<file path="src/rtl/hrtf_pkg.sv">
// shared types and constants for the host route table forwarder
package hrtf_pkg;

	localparam int ROUTE_ENTRIES = 16;
	localparam int IDX_W = (ROUTE_ENTRIES > 1) ? $clog2(ROUTE_ENTRIES) : 1;
	localparam int CNT_W = $clog2(ROUTE_ENTRIES + 1);
	localparam int CFG_IDX_W = 2;
	localparam int CFG_DATA_W = 32;

	localparam logic [CFG_IDX_W-1:0] REG_GATEWAY = 2'd0;
	localparam logic [CFG_IDX_W-1:0] REG_MTU_STA = 2'd1;
	localparam logic [CFG_IDX_W-1:0] REG_MTU_AP = 2'd2;

	localparam logic [31:0] MCAST_MASK = 32'hf000_0000;
	localparam logic [31:0] MCAST_BASE = 32'he000_0000;

	localparam logic [2:0] OP_UPDATE = 3'd0;
	localparam logic [2:0] OP_REMOVE = 3'd1;
	localparam logic [2:0] OP_FORWARD = 3'd2;
	localparam logic [2:0] OP_QUERY = 3'd3;
	localparam logic [2:0] OP_CLEAR = 3'd4;

	localparam logic [1:0] IF_INVALID = 2'd0;
	localparam logic [1:0] IF_STA = 2'd1;
	localparam logic [1:0] IF_AP = 2'd2;

	localparam logic [1:0] ST_OK = 2'd0;
	localparam logic [1:0] ST_BAD_IF = 2'd1;
	localparam logic [1:0] ST_FULL = 2'd2;
	localparam logic [1:0] ST_NOT_FOUND = 2'd3;

	localparam logic [1:0] ACT_DROP = 2'd0;
	localparam logic [1:0] ACT_SEND = 2'd1;
	localparam logic [1:0] ACT_FRAG = 2'd2;

	typedef struct packed {
		logic [2:0]  op;
		logic [31:0] dest_addr;
		logic [31:0] next_hop_in;
		logic [1:0]  iface_in;
		logic        from_access_point;
		logic        subnet_broadcast;
		logic [15:0] packet_length;
		logic        dont_fragment;
	} in_item_t;

	typedef struct packed {
		logic [1:0]  status;
		logic [1:0]  forward_action;
		logic        egress_iface;
		logic [31:0] next_hop_out;
		logic        is_member;
	} out_item_t;

	// classified command between front and back
	typedef enum logic [2:0] {
		CMD_UPDATE, CMD_REMOVE, CMD_FORWARD, CMD_QUERY, CMD_CLEAR, CMD_IMMEDIATE
	} cmd_t;

	typedef struct packed {
		cmd_t        cmd;
		logic [31:0] dest_addr;
		logic [31:0] next_hop_in;
		logic [1:0]  iface_in;
		logic        from_access_point;
		logic [15:0] packet_length;
		logic        dont_fragment;
		logic [1:0]  imm_status;
	} job_t;

	typedef enum logic [2:0] {
		BK_IDLE, BK_SCAN, BK_FINISH, BK_OUT
	} bk_state_t;

endpackage

</file>
<file path="src/rtl/hrtf_front.sv">
// front end: accepts items and classifies them into table jobs
module hrtf_front (
	input  logic              in_valid,
	output logic              in_stall,
	input  hrtf_pkg::in_item_t in_data,
	output logic              job_valid,
	input  logic              job_full,
	output hrtf_pkg::job_t    job
);
	import hrtf_pkg::*;

	logic bcast;

	assign in_stall = job_full;
	assign job_valid = in_valid && !job_full;

	assign bcast = (in_data.dest_addr == 32'hffff_ffff) || (in_data.dest_addr == 32'd0) ||
		in_data.subnet_broadcast || ((in_data.dest_addr & MCAST_MASK) == MCAST_BASE);

	always_comb begin
		job.dest_addr = in_data.dest_addr;
		job.next_hop_in = in_data.next_hop_in;
		job.iface_in = in_data.iface_in;
		job.from_access_point = in_data.from_access_point;
		job.packet_length = in_data.packet_length;
		job.dont_fragment = in_data.dont_fragment;
		job.imm_status = ST_OK;
		job.cmd = CMD_IMMEDIATE;
		unique case (in_data.op)
			OP_UPDATE: begin
				if (in_data.iface_in == IF_STA || in_data.iface_in == IF_AP) begin
					job.cmd = CMD_UPDATE;
				end else begin
					job.imm_status = ST_BAD_IF;
				end
			end
			OP_REMOVE: job.cmd = CMD_REMOVE;
			OP_FORWARD: job.cmd = bcast ? CMD_IMMEDIATE : CMD_FORWARD;
			OP_QUERY: job.cmd = CMD_QUERY;
			OP_CLEAR: job.cmd = CMD_CLEAR;
			default: job.cmd = CMD_IMMEDIATE;
		endcase
	end
endmodule

</file>
<file path="src/rtl/hrtf_queue.sv">
// two-entry job queue between front and back
module hrtf_queue (
	input  logic           clk,
	input  logic           arst_n,
	input  logic           push,
	input  hrtf_pkg::job_t push_data,
	output logic           full,
	output logic           not_empty,
	input  logic           pop,
	output hrtf_pkg::job_t head
);
	import hrtf_pkg::*;

	job_t       mem_q [2];
	logic       wr_q;
	logic       rd_q;
	logic [1:0] cnt_q;

	assign full = (cnt_q == 2'd2);
	assign not_empty = (cnt_q != 2'd0);
	assign head = mem_q[rd_q];

	always_ff @(posedge clk) begin
		if (push) begin
			mem_q[wr_q] <= push_data;
		end
	end

	always_ff @(posedge clk or negedge arst_n) begin
		if (!arst_n) begin
			wr_q <= 1'b0;
			rd_q <= 1'b0;
			cnt_q <= 2'd0;
		end else begin
			if (push) begin
				wr_q <= ~wr_q;
			end
			if (pop) begin
				rd_q <= ~rd_q;
			end
			cnt_q <= cnt_q + {1'b0, push} - {1'b0, pop};
		end
	end
endmodule

</file>
<file path="src/rtl/hrtf_back.sv">
// back end: scans the route table and builds one result per job
module hrtf_back (
	input  logic               clk,
	input  logic               arst_n,
	input  logic               job_valid,
	input  hrtf_pkg::job_t     job,
	output logic               job_pop,
	input  logic [31:0]        gateway_q,
	input  logic [15:0]        mtu_sta_q,
	input  logic [15:0]        mtu_ap_q,
	output logic               out_valid,
	input  logic               out_stall,
	output hrtf_pkg::out_item_t out_data
);
	import hrtf_pkg::*;

	logic [31:0] dest_q [ROUTE_ENTRIES];
	logic [31:0] nh_q [ROUTE_ENTRIES];
	logic [1:0]  if_q [ROUTE_ENTRIES];

	bk_state_t   state_q, state_d;
	logic [CNT_W-1:0] k_q;
	logic        eq_hit_q, free_hit_q, vhit_q;
	logic [IDX_W-1:0] eq_idx_q, free_idx_q, vhit_idx_q;
	out_item_t   res_q;
	job_t        job_q;

	logic [IDX_W-1:0] ki;
	logic        cur_eq, cur_valid;
	logic        scan_last;
	logic [31:0] hop;
	logic        egr;
	logic        routed;
	logic [15:0] mtu;
	out_item_t   res_d;

	assign ki = k_q[IDX_W-1:0];
	assign cur_eq = dest_q[ki] == job_q.dest_addr;
	assign cur_valid = (if_q[ki] == IF_STA) || (if_q[ki] == IF_AP);
	assign scan_last = (k_q == CNT_W'(ROUTE_ENTRIES - 1));
	assign out_valid = (state_q == BK_OUT);
	assign out_data = res_q;

	always_comb begin
		state_d = state_q;
		unique case (state_q)
			BK_IDLE: if (job_valid) state_d = BK_SCAN;
			BK_SCAN: begin
				if (job_q.cmd == CMD_IMMEDIATE || job_q.cmd == CMD_CLEAR || scan_last) begin
					state_d = BK_FINISH;
				end
			end
			BK_FINISH: state_d = BK_OUT;
			BK_OUT: if (!out_stall) state_d = BK_IDLE;
			default: state_d = BK_IDLE;
		endcase
	end

	assign job_pop = (state_q == BK_IDLE) && job_valid;

	// result from the finished scan
	always_comb begin
		hop = vhit_q ? nh_q[vhit_idx_q] : gateway_q;
		egr = vhit_q && (if_q[vhit_idx_q] == IF_AP);
		routed = vhit_q || job_q.from_access_point;
		mtu = egr ? mtu_ap_q : mtu_sta_q;
		res_d = '0;
		case (job_q.cmd)
			CMD_IMMEDIATE: res_d.status = job_q.imm_status;
			CMD_UPDATE: res_d.status = (eq_hit_q || free_hit_q) ? ST_OK : ST_FULL;
			CMD_REMOVE: res_d.status = eq_hit_q ? ST_OK : ST_NOT_FOUND;
			CMD_QUERY: begin
				res_d.is_member = vhit_q;
				res_d.status = vhit_q ? ST_OK : ST_NOT_FOUND;
			end
			CMD_FORWARD: begin
				if (!routed) begin
					res_d.status = ST_NOT_FOUND;
				end else begin
					res_d.egress_iface = egr;
					res_d.next_hop_out = hop;
					if (mtu != 16'd0 && job_q.packet_length > mtu) begin
						res_d.forward_action = job_q.dont_fragment ? ACT_DROP : ACT_FRAG;
					end else begin
						res_d.forward_action = ACT_SEND;
					end
				end
			end
			default: res_d = '0;
		endcase
	end

	always_ff @(posedge clk or negedge arst_n) begin
		if (!arst_n) begin
			state_q <= BK_IDLE;
			for (int i = 0; i < ROUTE_ENTRIES; i++) begin
				if_q[i] <= IF_INVALID;
				dest_q[i] <= '0;
				nh_q[i] <= '0;
			end
		end else begin
			state_q <= state_d;
			if (state_q == BK_SCAN && job_q.cmd == CMD_CLEAR) begin
				for (int i = 0; i < ROUTE_ENTRIES; i++) begin
					if_q[i] <= IF_INVALID;
					dest_q[i] <= '0;
					nh_q[i] <= '0;
				end
			end
			if (state_q == BK_FINISH) begin
				if (job_q.cmd == CMD_UPDATE) begin
					if (eq_hit_q) begin
						nh_q[eq_idx_q] <= job_q.next_hop_in;
						if_q[eq_idx_q] <= job_q.iface_in;
					end else if (free_hit_q) begin
						dest_q[free_idx_q] <= job_q.dest_addr;
						nh_q[free_idx_q] <= job_q.next_hop_in;
						if_q[free_idx_q] <= job_q.iface_in;
					end
				end else if (job_q.cmd == CMD_REMOVE && eq_hit_q) begin
					if_q[eq_idx_q] <= IF_INVALID;
				end
			end
		end
	end

	always_ff @(posedge clk) begin
		if (job_pop) begin
			job_q <= job;
			k_q <= '0;
			eq_hit_q <= 1'b0;
			free_hit_q <= 1'b0;
			vhit_q <= 1'b0;
		end else if (state_q == BK_SCAN) begin
			k_q <= k_q + 1'b1;
			if (cur_eq && !eq_hit_q) begin
				eq_hit_q <= 1'b1;
				eq_idx_q <= ki;
			end
			if (!cur_valid && !free_hit_q) begin
				free_hit_q <= 1'b1;
				free_idx_q <= ki;
			end
			if (cur_eq && cur_valid && !vhit_q) begin
				vhit_q <= 1'b1;
				vhit_idx_q <= ki;
			end
		end
		if (state_q == BK_FINISH) begin
			res_q <= res_d;
		end
	end
endmodule

</file>
<file path="src/rtl/host_route_table_forwarder.sv">
// top level of the host route table forwarder
//  channel | signals                      | transfer when
//  in      | in_valid in_stall in_data    | in_valid && !in_stall
//  out     | out_valid out_stall out_data | out_valid && !out_stall
//  cfg     | cfg_we cfg_index cfg_data    | cfg_we
// a table job passes through the back end in order: dispatch, a sequential scan
// of every entry, commit, and a result slot held while out_stall is high
// broadcast, refused and clear items skip the entry scan; clear wipes the table at once
// reset empties the route table and clears the cfg, state and queue pointer registers
// the two-entry job queue lets the front accept up to two jobs while a result waits
module host_route_table_forwarder (
	input  logic                  clk,
	input  logic                  arst_n,
	input  logic                  in_valid,
	output logic                  in_stall,
	input  hrtf_pkg::in_item_t    in_data,
	output logic                  out_valid,
	input  logic                  out_stall,
	output hrtf_pkg::out_item_t   out_data,
	input  logic                  cfg_we,
	input  logic [hrtf_pkg::CFG_IDX_W-1:0]  cfg_index,
	input  logic [hrtf_pkg::CFG_DATA_W-1:0] cfg_data
);
	import hrtf_pkg::*;

	logic [31:0] gateway_q;
	logic [15:0] mtu_sta_q, mtu_ap_q;
	logic        push, full, not_empty, pop;
	job_t        push_job, head_job;

	// configuration registers
	always_ff @(posedge clk or negedge arst_n) begin
		if (!arst_n) begin
			gateway_q <= '0;
			mtu_sta_q <= '0;
			mtu_ap_q <= '0;
		end else if (cfg_we) begin
			unique case (cfg_index)
				REG_GATEWAY: gateway_q <= cfg_data;
				REG_MTU_STA: mtu_sta_q <= cfg_data[15:0];
				REG_MTU_AP: mtu_ap_q <= cfg_data[15:0];
				default: ;
			endcase
		end
	end

	hrtf_front u_front (
		.in_valid(in_valid), .in_stall(in_stall), .in_data(in_data),
		.job_valid(push), .job_full(full), .job(push_job)
	);

	hrtf_queue u_queue (
		.clk(clk), .arst_n(arst_n),
		.push(push), .push_data(push_job), .full(full),
		.not_empty(not_empty), .pop(pop), .head(head_job)
	);

	hrtf_back u_back (
		.clk(clk), .arst_n(arst_n),
		.job_valid(not_empty), .job(head_job), .job_pop(pop),
		.gateway_q(gateway_q), .mtu_sta_q(mtu_sta_q), .mtu_ap_q(mtu_ap_q),
		.out_valid(out_valid), .out_stall(out_stall), .out_data(out_data)
	);
endmodule
</file>
<file path="config.mk">
export PLATFORM = sky130hd
export DESIGN_NAME = host_route_table_forwarder
export DESIGN_NICKNAME = d
export VERILOG_FILES = /design/src/rtl/hrtf_pkg.sv /design/src/rtl/hrtf_front.sv /design/src/rtl/hrtf_queue.sv /design/src/rtl/hrtf_back.sv /design/src/rtl/host_route_table_forwarder.sv
export SDC_FILE = /design/constraint.sdc
export NUM_CORES = 2
export LEC_CHECK = 0
export ABC_AREA = 1
export BUFFER_PORTS_ARGS = -buffer_cell sky130_fd_sc_hd__buf_2
export CAP_MARGIN = 20
export CORE_UTILIZATION = 48
export CTS_CLUSTER_SIZE = 20
export DETAILED_ROUTE_END_ITERATION = 6
export SYNTH_ARGS = -nofsm -noshare
export SYNTH_HDL_FRONTEND = slang
export SYNTH_SLANG_ARGS = --single-unit
</file>
<file path="constraint.sdc">
create_clock -name clk -period 9.9 [get_ports clk]
set_input_delay 0.99 -clock clk [delete_from_list [all_inputs] [get_ports clk]]
set_output_delay 0.99 -clock clk [all_outputs]
set_load 0.01 [all_outputs]
</file>
==> results.json <==
{
  "clockPowerShare": 0.316,
  "finalInstanceArea_um2": 71710,
  "swShare": 0.3519,
  "drt-initial-drc-count": 6200,
  "rsz0062_at_grt": "false",
  "power_frac_seq": 0.434,
  "period_needed_ns": 5.460,
  "drc_errors": 13,
  "grt_pass1_wl_um": 311800,
  "clk_path_buf_depth": 3,
  "clk_latency_ns": 0.81,
  "worstPathArrival_ns": 6.10,
  "cts_setup_buffers": 0,
  "synth-seq-cells": 1448,
  "drv_slew": 0,
  "grt_util_all_layers": 0.2978,
  "numCtsBuffers": 156,
  "start_util": 0.4849,
  "p_int_uw": 11990,
  "critPathLaunchType": "register",
  "placement_rows": 134,
  "io_buffers": 166,
  "dpl_cell_area_um2": 66540,
  "fp.dieH_um": 369.6,
  "drt-vias-per-instance": 6.025,
  "dp_hpwl_um": 113500,
  "syn_area_per_cell_um2": 9.247,
  "nets": 7008,
  "max_freq_mhz": 183.2,
  "cts.repair.resized": 0,
  "violations": "DRC",
  "routabilityCongestion": 0.9423,
  "clk_pin_slew_worst_paths_ns": 0.06,
  "async_flop_share": 0.7776,
  "worstPathMaxFanout": 57,
  "die_area_um2": 136600,
  "ys_warn_count": 0,
  "wl_per_cell_um": 23.26,
  "synthFlopType": "dfrtp_1",
  "hold_path_class": "input port to async pin",
  "dr_total_vias": 52716,
  "peakVddDrop_v": 0.0002791,
  "p_sw_uw": 6512,
  "finalPower_uw": 18510,
  "synth_enable_flop_cells": 314,
  "power_density_nw_per_um2": 258.1,
  "synth_nets": 7167,
  "firstDrtPassIters": 7,
  "power.share.combinational": 0.250,
  "post_route_cells_drive_above_1_share": 0.08296,
  "antenna_left": 0,
  "place_inst": 8464,
  "tightest_slew_ns": 1.172,
  "hold_buffers": 0,
  "clock_sinks": 1448,
  "setup_violations": 0,
  "dp_slack_ns": 4.583,
  "synth.cell_area_um2": 64870,
  "cp.required_ns": 10.54,
  "drv_cap": 0,
  "cts_root_buf": "clkbuf_16",
  "setup_ws_ns": 4.440,
  "die_x_um": 369.6,
  "cts.htree.levels": 4,
  "grt_max_degree": 220,
  "hold_viol": 0,
  "clock_skew_ns": 0.02819,
  "cts_tree": "built",
  "p_leak_uw": 0.03098,
  "n_fill_cell": 12284,
  "seq_area_frac_synth": 0.5821,
  "antenna_found_initial": 4,
  "grt.overflow.total": 0,
  "status": "complete, but fails checks",
  "crit_type": "register to register",
  "ios": 167,
  "fin_tns_setup_ns": 0,
  "core_um2": 133800,
  "drt_wl_total_um": 203500,
  "grt_pass1_vias": 49815,
  "cp-end-kind": "register",
  "netlist_instances": 7016,
  "layoutNonFillerInstCount": 8749,
  "relSlewSlack": 0.2184,
  "ys_types": 52,
  "area_growth_pct": 10.54,
  "timing.final.crit_share": 0.5515
}
## flip-flops by register name, summed over array words and instances (netlist names), 2 cells and up
register and count:
u_back.vhit_idx_q 4, u_back.free_idx_q 4, u_back.state_q 2, u_back.nh_q 512, u_queue.cnt_q 2, u_back.eq_idx_q 4
mtu_ap_q 16, gateway_q 32, u_back.out_data 38, u_back.k_q 5, u_queue.mem_q 176, mtu_sta_q 16
u_back.if_q 32, u_back.job_q 88, u_back.dest_q 512
## worst paths after layout
check	startpoint	endpoint	slack, ns	cells after the start
max	u_back.state_q[0]	u_back.dest_q[210]	4.44	12
min	arst_n	u_back.dest_q[235]	0.24	1
max reg2reg	u_back.state_q[0]	u_back.dest_q[210]	4.44	12
min reg2reg	u_back.nh_q[371]	u_back.nh_q[371]	0.48	2
max in group asynchronous	arst_n	u_back.nh_q[142]	7.30	3
min in group clk	in_data[43]	u_queue.mem_q[1][43]	0.38	1
## worst max-delay path, stage by stage, from the launching register on
cell and delay [ns]:
dfrtp_1 0.41, inv_1 0.13, ha_4 0.72, inv_1 0.47, nor2_4 0.19, buf_4 0.69
inv_2 0.36, nor2_4 0.55, nand2_2 0.08, buf_4 0.33, nand2_1 0.69, buf_4 0.47
o22ai_1 0.14
## metal layers
| metal | part of all wire | vias to the layer above | global-route usage | wire length (um) |
|---|---|---|---|---|
| met5 | 0.0012 | - | 0.009972 | 241 |
| met1 | 0.45 | 26003 | 0.4468 | 91470 |
| li1 | - | 24113 | - | - |
| met4 | 0.020 | 10 | 0.07422 | 4040 |
| met3 | 0.099 | 305 | 0.07085 | 20180 |
| met2 | 0.43 | 2285 | 0.4313 | 87570 |
## logic make-up (layout without fill, tap and decap cells)
group | after synthesis | count (layout) | synth area share
buffers and inverters | 1351 | 1314 | 0.08222
flip-flops | 1448 | 1448 | 0.5821
AND/OR/NAND/NOR | 1904 | 1904 | 0.1273
adder cells (fa/ha/maj) | 24 | 24 | 0.004629
XOR/XNOR | 5 | 5 | 0.0006751
multiplexers | 1 | 1 | 0.0001736
other | 0 | 2 | 0
AO/OA/AOI/OAI | 2283 | 2283 | 0.2029
## Yosys cell counts, types with 96 or more instances
master       n  area share
dfrtp_1   1126        0.43
o21ai_0    991       0.076
nand2_1    962       0.056
inv_1      743       0.043
nand3_1    675       0.052
o22ai_1    498       0.048
clkbuf_1   376       0.022
edfxtp_1   314        0.15
a21oi_1    307       0.024
nor2_1     182       0.011
buf_2      164       0.013
o211ai_1   161       0.019
o21ai_1    100      0.0077
a211oi_1    96       0.011
## metrics by stage
step	hold slack (ns)	utilization
final	0.2353	0.5360
after global routing	0.2805	0.5360
after CTS	0.2442	0.5355
after detailed placement	0.4683	0.4973
after global placement	0.4630	0.4971
after floorplan	0.4375	-
## power by group through the flow
stage	combinational (uW)	clock [uW]	sequential, uW
after floorplan	3290	0	7750
after global placement	4510	0	8090
after detailed placement	4560	0	8120
after CTS	4580	5930	8010
after global routing	5160	6140	8130
final	4630	5840	8040
## cell usage in the layout, fill, tap and decap left out, drive strengths merged, types with 161 or more instances in the layout
cell type | Yosys | routed
nand2 | 963 | 963
nand3 | 684 | 684
nor2 | 187 | 187
o211ai | 161 | 161
a21oi | 308 | 308
dfrtp | 1126 | 1126
o22ai | 498 | 498
o21ai | 1091 | 1091
inv | 753 | 758
clkbuf | 376 | 222
buf | 218 | 277
edfxtp | 314 | 314
## area by class of cell
class                           count  area (um2)  area share
Timing Repair Buffer              277        1817     0.02533
Clock inverter                     58       588.1    0.008200
Clock buffer                      222        4527     0.06312
Tap cell                         1768        2212     0.03085
Inverter                          757        2850     0.03975
Sequential cell                  1448       37780      0.5269
Multi-Input combinational cell   4217       21930      0.3058
Antenna cell                        2       5.005  0.00006979
Power figures use the tool's default switching activity.
